## config.mk

```make
export PLATFORM = sky130hd
export DESIGN_NAME = stss_ctrl
export DESIGN_NICKNAME = d
export VERILOG_FILES = /design/src/stss_pkg.sv /design/src/stss_ctrl.sv
export SDC_FILE = /design/constraint.sdc
export NUM_CORES = 1
export LEC_CHECK = 0
export BUFFER_PORTS_ARGS = -buffer_cell sky130_fd_sc_hd__buf_2
export CORE_AREA = 2 2 39 41
export CTS_CLUSTER_SIZE = 8
export DETAILED_ROUTE_END_ITERATION = 16
export DIE_AREA = 0 0 41 43
export SKIP_CTS_REPAIR_TIMING = 1
export SLEW_MARGIN = 20
export SYNTH_ARGS = -nofsm -noshare
export SYNTH_HDL_FRONTEND = slang
export SYNTH_SLANG_ARGS = --single-unit
```

## constraint.sdc

```tcl
create_clock -name clk -period 1.5 [get_ports clk]
set_clock_uncertainty 0.2 [all_clocks]
set_input_delay 0.225 -clock clk [delete_from_list [all_inputs] [get_ports clk]]
set_output_delay 0.225 -clock clk [all_outputs]
set_load 0.01 [all_outputs]
```

## src/stss_pkg.sv

```systemverilog
package stss_pkg;

    localparam int DEF_TABLE_DEPTH = 256;

    localparam int       SIZE_W     = 9;
    localparam int       INDEX_W    = 8;
    localparam int       VALUE_W    = 32;
    localparam int       POS_W      = 8;
    localparam bit [8:0] SIZE_RESET = 9'd256;

    localparam bit OP_WRITE  = 1'b0;
    localparam bit OP_SEARCH = 1'b1;

    // controller -> datapath
    typedef struct packed {
        logic capture;   // latch the input transaction
        logic write;     // store the latched entry
        logic rd_mid;    // read the middle entry
        logic check;     // compare with the middle entry, set up the scan
        logic scan;      // one scan step
    } cmd_t;

    // datapath -> controller
    typedef struct packed {
        logic op_search;
        logic mid_hit;
        logic scan_hit;
        logic scan_end;
    } sts_t;

endpackage

```

## src/stss_ctrl.sv

```systemverilog
module stss_ctrl (
    input  logic           clk,
    input  logic           rst_n,
    input  logic           start,
    input  stss_pkg::sts_t sts,
    output stss_pkg::cmd_t cmd,
    output logic           busy,
    output logic           result_valid
);

    localparam logic [2:0] S_IDLE  = 3'd0;
    localparam logic [2:0] S_WRITE = 3'd1;
    localparam logic [2:0] S_PROBE = 3'd2;
    localparam logic [2:0] S_CHECK = 3'd3;
    localparam logic [2:0] S_SCAN  = 3'd4;
    localparam logic [2:0] S_DONE  = 3'd5;

    logic [2:0] state_reg, state_next;

    always_comb
    begin
        state_next = state_reg;
        case (state_reg)
            S_IDLE:
            begin
                if (start)
                begin
                    state_next = sts.op_search ? S_PROBE : S_WRITE;
                end
            end
            S_WRITE: state_next = S_IDLE;
            S_PROBE: state_next = S_CHECK;
            S_CHECK: state_next = sts.mid_hit ? S_DONE : S_SCAN;
            S_SCAN:
            begin
                if (sts.scan_hit || sts.scan_end)
                begin
                    state_next = S_DONE;
                end
            end
            S_DONE:  state_next = S_IDLE;
            default: state_next = S_IDLE;
        endcase
    end

    always_ff @(posedge clk or negedge rst_n)
    begin
        if (!rst_n)
        begin
            state_reg <= S_IDLE;
        end
        else
        begin
            state_reg <= state_next;
        end
    end

    assign cmd.capture   = (state_reg == S_IDLE) && start;
    assign cmd.write     = (state_reg == S_WRITE);
    assign cmd.rd_mid    = (state_reg == S_PROBE);
    assign cmd.check     = (state_reg == S_CHECK);
    assign cmd.scan      = (state_reg == S_SCAN);
    assign busy          = (state_reg != S_IDLE);
    assign result_valid  = (state_reg == S_DONE);

endmodule

```

# After elaboration in Yosys (flattened, before gate mapping)
# Index checks and enable logic that the tools add are counted.
[totals]
latch_bits = 0
input_bits = 7
memories = 0
rom_bits = 0
register_bits = 3
ram_bits = 0
wordCells = 18
output_inout_bits = 7
[op_classes]
reduce_logical = 5
muxes = 5
n_bitwise = 0
multipliers = 0
addsub = 0
eq_ne = 7
div_mod_pow = 0
n_lt_le_gt_ge = 0
shifts = 0
[op_table]
columns = ["op", "count"]
rows = [
  ["one-hot mux 3 bit (4 select lines)", 1],
  ["== test 3 x 2 -> 1 bit (second input constant)", 2],
  ["== test 3 bit (second input constant)", 2],
  ["two-way mux 3 bit", 2],
  ["== test 3 x 1 -> 1 bit (second input constant)", 1],
  ["zero test 3 bit", 1],
  ["nonzero test 3 bit", 1],
  ["two-way mux 2 bit", 1],
  ["!= test 2 x 1 -> 1 bit (second input constant)", 1],
  ["!= test 2 bit (second input constant)", 1],
  ["AND reduction 2 bit", 1],
  ["logical AND 1 bit", 1],
  ["logical OR 1 bit", 1],
  ["two-way mux 1 bit", 1],
]

# Logic depth before layout (Yosys ltp)
# Gate-level depths: netlist of run 1.
[depth]
word_depth = 3
depth_mapped = 4
ltp_nobuf = 3

# Worst setup path after synthesis of run 1
# OpenSTA, ideal clock, no wires.
[synth_path]
path_kind = "register -> output"
start = "reg state_reg[2]"
end = "out cmd[4] (netlist bit)"
n_path_buf = 1
path_slack_ps = -23
t_required_ps = 1075
path_stages_with_launch = 4
arrival_ps = 1098
cell_sequence = "dfrtp_1 > buf_6 > or3_1 > nor2_1"
[synth_lines]
columns = ["element", "line_no", "source"]
rows = [
  ["from (decl)", "stss_ctrl.sv:18", "logic [2:0] state_reg, state_next;"],
  ["from (signal assigned)", "stss_ctrl.sv:54", "state_reg <= state_next;"],
  ["to (decl)", "stss_ctrl.sv:6", "output stss_pkg::cmd_t cmd,"],
]

==> impl_metrics.json, run 1 <==
{
  "gp_congestion": 0.746,
  "core_area_um2": 1380,
  "hold_path.class": "input port to register",
  "drive_gt1_share_pct": 71.4,
  "vias_per_cell": 3.95,
  "crit_family": "buffers and inverters",
  "holdWs_ns": 0.104,
  "violations": "setup timing",
  "maxCapViolCount": 0,
  "pre_cts_ws_ns": 0.0958,
  "rr_worst_depth": 5,
  "holdCritStartpoint": "sts[3]",
  "cp_max_fo": 5,
  "gr-usage-met1_pct": 9.68,
  "p_sw_uw": 349,
  "die-area_um2": 1760,
  "die_w_um": 41,
  "critPathMaxStageDelay_ns": 0.37,
  "power_leakage_nw": 0.214,
  "met2_usage_pct": 6.56,
  "critPathBufInv": 3,
  "worst_slew_pin_slew_ns": 0.162,
  "yosysWarnings": 0,
  "crit_chain": "buf_4 > buf_6 > nor3b_2 > buf_2",
  "drcViolationCount": 0,
  "clock_path_buffers": 2,
  "synth_cells": 25,
  "grt_max_degree": 10,
  "relSlewSlack_pct": 89.2,
  "setup_ws_ns": -0.132,
  "totalWireLength_um": 586,
  "irDropWorstVdd_mv": 0.761,
  "cts_root_buf": "clkbuf_4",
  "path_clk_slew_ns": 0.04,
  "final_common_cell": "buf_2",
  "path_class": "register to primary output",
  "crit_required_ns": 1.07,
  "postRouteAntennaNets": 0,
  "dr.pass1.iters": 2,
  "min_delay_worst_endpoint": "state_reg[1]",
  "intPower_uw": 563,
  "final_cell_area_um2": 439,
  "vias": 257,
  "arrival_ns": 1.21,
  "holdPathStages": 3,
  "fp-row-count": 14,
  "first_iter_violations": 8,
  "portBuffers": 13,
  "synth_cell_type_count": 19,
  "fmax_mhz": 613,
  "cts.sinks": 3,
  "reg2reg_from": "state_reg[2]",
  "postSynthAreaPerCell_um2": 9.51,
  "fin_crit_ns": 1.63,
  "final_cell_mix": "buf_2, buf_6, nor3b_2, clkbuf_4",
  "r2r-end": "state_reg[2]",
  "place_inst": 55,
  "seqPwrFrac_pct": 17.0,
  "htreeDepth": 1,
  "critPathCaptureType": "primary output",
  "r2r_setup_slack_ns": 0.08,
  "initial_core_util_pct": 17.2,
  "use_met3_pct": 4.71,
  "fin_crit_sh_pct": 109,
  "grt_setup_unrepaired": "true",
  "die_y_um": 43,
  "synthesis.nets": 32,
  "ios": 14,
  "fin_cells": 65,
  "dp_hpwl_um": 401,
  "cts_tree": "yes",
  "drv_slew": 0,
  "ys_ff_latch": 3,
  "synthesis.area_um2": 238,
  "post-route-util_pct": 31.7,
  "setup-tns-final_ns": -0.541,
  "status": "finished with violations",
  "overflow": 0,
  "numCtsBuffers": 3,
  "area_growth_pct": 84.7,
  "crit_path_start_kind": "register",
  "antenna_found_initial": 0,
  "placed_cell_area_um2": 325,
  "n_antenna_cell": 0,
  "p_sw_share_pct": 38.3,
  "grt.busiest_layer": "met1",
  "clock_latency_ns": 0.23,
  "clkPwrFrac_pct": 15.3,
  "p_comb_share_pct": 67.6,
  "slowest_stage": "dfrtp_1",
  "track_usage_pct": 6.93,
  "nets": 57,
  "powerDensity_nw_per_um2": 2080,
  "routedWlPerCell_um": 9.02,
  "synth_seq_area_share_pct": 31.6,
  "cp-startpoint": "state_reg[2]",
  "largest_reg_flops": 3,
  "grt_pass1_vias": 184,
  "grt_pass1_wl_um": 759,
  "setup_viol": 7,
  "hold_violations": 0,
  "power_uw": 912,
  "fillers": 153
}
==> synth_stat cells (all sizes together) <==
master | n | area, um^2
nand2b | 1 | 6.26
o21bai | 1 | 7.51
dfrtp | 3 | 75.1
nand2 | 1 | 3.75
nor3 | 2 | 10.0
a211oi | 1 | 12.5
inv | 2 | 7.50
nor2 | 1 | 3.75
nor3b | 4 | 46.3
a21oi | 2 | 10.0
or3 | 1 | 6.26
nor2b | 1 | 6.26
buf | 2 | 22.5
or2 | 1 | 6.26
o21ai | 2 | 13.8
==> logic make-up after synthesis <==
logic type / Yosys count / share of synthesized area (%)
AOI/OAI and AO/OA: 6 / 18.4
DFF: 3 / 31.6
and+or+nand+nor: 12 / 37.4
buffers and inverters: 4 / 12.6
==> power by group through the flow <==
| stage | registers, mW | logic [mW] | clock network, mW |
|---|---|---|---|
| after floorplan | 0.148 | 0.330 | 0 |
| after global placement | 0.146 | 0.443 | 0 |
| after detailed placement | 0.150 | 0.442 | 0 |
| after CTS | 0.150 | 0.443 | 0.149 |
| after global routing | 0.157 | 0.677 | 0.157 |
| final | 0.155 | 0.617 | 0.140 |
==> final cells by class <==
| type | instances | area (um^2) | share of cell area [%] |
|---|---|---|---|
| inverters | 2 | 10.0 | 2.28 |
| flip-flops and latches | 3 | 76.3 | 17.4 |
| repair buffers | 22 | 151 | 34.5 |
| well taps | 16 | 20.0 | 4.56 |
| clock buffers | 4 | 26.3 | 5.98 |
| multi-input cells | 18 | 155 | 35.3 |
==> how the worst max path moves through the flow <==
| stage | depth (start not counted) | to | slack [ns] |
|---|---|---|---|
| 2_1_floorplan | 3 | cmd[4] | 0.01 |
| 3_3_place_gp | 3 | cmd[4] | 0.12 |
| 3_5_place_dp | 3 | cmd[4] | 0.1 |
| 4_1_cts | 3 | cmd[4] | -0.16 |
| 5_1_grt | 4 | cmd[1] | -0.19 |
| 6_report | 4 | cmd[1] | -0.13 |
==> worst reg2reg max path: stages, from the launching register on <==
cell and delay (ns):
dfrtp_1 0.37, buf_4 0.14, buf_6 0.12, nor3b_4 0.14, buf_4 0.13, or2_1 0.20
==> routing by layer <==
metal  routed length, um  share of wire, %  vias up
met4                   0                 0        0
met2                 240                41       11
li1                    -                 -      135
met5                   0                 0        -
met1                 316                54      111
met3                  29               4.9        0
Note: power is estimated with default switching activity, not from simulation.
==> run 2, diff against run 1 <==
- CELL_PAD_IN_SITES_DETAIL_PLACEMENT: not set -> 1
- CELL_PAD_IN_SITES_GLOBAL_PLACEMENT: not set -> 1
- PLACE_DENSITY_LB_ADDON: not set -> 0.1
==> impl_metrics.json, run 2 (synthesized netlist as in run 1, its figures left out) <==
{
  "critPathMaxStageDelay_ns": 0.43,
  "n_antenna_cell": 0,
  "worst_slew_pin_slew_ns": 0.172,
  "crit_required_ns": 1.07,
  "numCtsBuffers": 3,
  "critPathBufInv": 1,
  "clock_path_buffers": 2,
  "clock_latency_ns": 0.23,
  "die_y_um": 43,
  "placed_cell_area_um2": 325,
  "die_w_um": 41,
  "grt_pass1_wl_mm": 1.17,
  "grt_setup_unrepaired": "true",
  "intPower_uw": 504,
  "multi_input_area_um2": 168,
  "dr.pass1.iters": 3,
  "crit_path_start_kind": "register",
  "cts_tree": "yes",
  "largest_reg_flops": 3,
  "postRouteAntennaNets": 0,
  "status": "finished with violations",
  "area_growth_pct": 74.2,
  "power_uw": 860,
  "fillers": 175,
  "irDropWorstVdd_mv": 0.476,
  "hold_path.class": "input port to async pin",
  "vias_per_cell": 4.18,
  "final_common_cell": "buf_2",
  "first_iter_violations": 1,
  "cp_max_fo": 5,
  "portBuffers": 13,
  "clkPwrFrac_pct": 16.8,
  "final_cell_mix": "buf_2, buf_4, clkbuf_4",
  "critPathCaptureType": "primary output",
  "maxCapViolCount": 0,
  "p_sw_share_pct": 41.4,
  "powerDensity_nw_per_um2": 2080,
  "track_usage_pct": 9.75,
  "fin_crit_ns": 1.62,
  "post-route-util_pct": 29.9,
  "drive_gt1_share_pct": 69.6,
  "cts_root_buf": "clkbuf_4",
  "r2r-end": "state_reg[0]",
  "reg2reg_from": "state_reg[0]",
  "fp-row-count": 14,
  "initial_core_util_pct": 17.2,
  "setup-tns-final_ns": -0.410,
  "p_comb_share_pct": 65.5,
  "core_area_um2": 1380,
  "htreeDepth": 1,
  "rr_worst_depth": 5,
  "ios": 14,
  "arrival_ns": 1.20,
  "antenna_found_initial": 0,
  "drv_slew": 0,
  "setup_viol": 7,
  "routedWlPerCell_um": 10.2,
  "relSlewSlack_pct": 88.5,
  "slowest_stage": "dfrtp_2",
  "power_leakage_nw": 0.197,
  "seqPwrFrac_pct": 17.7,
  "nets": 54,
  "gp_congestion": 0.579,
  "violations": "setup timing",
  "crit_family": "flip-flops",
  "place_inst": 55,
  "grt_pass1_vias": 286,
  "dp_hpwl_um": 507,
  "path_class": "register to primary output",
  "fin_cells": 62,
  "drcViolationCount": 0,
  "overflow": 0,
  "p_sw_uw": 356,
  "grt_max_degree": 10,
  "cts.sinks": 3,
  "final_cell_area_um2": 414,
  "holdWs_ns": 0.107,
  "fin_crit_sh_pct": 108,
  "pre_cts_ws_ns": 0.0951,
  "totalWireLength_um": 635,
  "path_clk_slew_ns": 0.04,
  "register_area_um2": 76.3,
  "hold_violations": 0,
  "setup_ws_ns": -0.123,
  "crit_chain": "or3_4 > nor2_2 > buf_2",
  "die-area_um2": 1760,
  "r2r_setup_slack_ns": 0.07,
  "vias": 259,
  "fmax_mhz": 616
}
## run 2: cell count changes in the layout (fill, tap and decap cells not counted)
| cell | before | now |
|---|---|---|
| nor3_4 | 0 | 1 |
| inv_2 | 0 | 1 |
| nor3_2 | 1 | 0 |
| buf_2 | 14 | 13 |
| nor3b_4 | 1 | 2 |
| buf_4 | 2 | 4 |
| inv_4 | 1 | 0 |
| buf_6 | 5 | 1 |
| nor3b_2 | 3 | 2 |
## run 2: area by class of cell
type	count	area share, %
Clock buffer	4	6.34
Inverter	2	1.81
Multi-Input combinational cell	18	40.5
Sequential cell	3	18.4
Tap cell	16	4.83
Timing Repair Buffer	19	28.1
## run 2: worst max path at each step
stage,start,to,slack [ns],cells after the start
after global routing,state_reg[0],cmd[4],-0.18,3
after floorplan,state_reg[2],cmd[4],0.01,3
after detailed placement,state_reg[0],cmd[4],0.1,3
after CTS,state_reg[0],cmd[4],-0.17,3
after global placement,state_reg[0],state_reg[0],0.10,4
final,state_reg[0],cmd[4],-0.12,3
## run 2: worst register-to-register path, stage by stage (launching register included)
cell      delay (ns)
dfrtp_2         0.43
buf_4           0.16
nor3b_4         0.19
buf_4           0.14
o21ai_2         0.05
a211oi_2        0.17
## run 2: power groups by stage
| stage | Clock (mW) | Combinational, mW | Sequential, mW |
|---|---|---|---|
| after CTS | 0.154 | 0.464 | 0.148 |
| after detailed placement | 0 | 0.464 | 0.148 |
| final | 0.144 | 0.563 | 0.152 |
| after global routing | 0.158 | 0.620 | 0.161 |
| after global placement | 0 | 0.462 | 0.146 |
| after floorplan | 0 | 0.330 | 0.148 |
## run 2: metal layers
layer / share of wire [%] / track usage (%) / up-vias / wire, um
li1: - / - / 128 / -
met1: 43 / 11.3 / 119 / 274
met2: 48 / 14.7 / 12 / 303
met3: 9.1 / 6.28 / 0 / 58
met4: 0 / 2.00 / 0 / 0
met5: 0 / 0 / - / 0
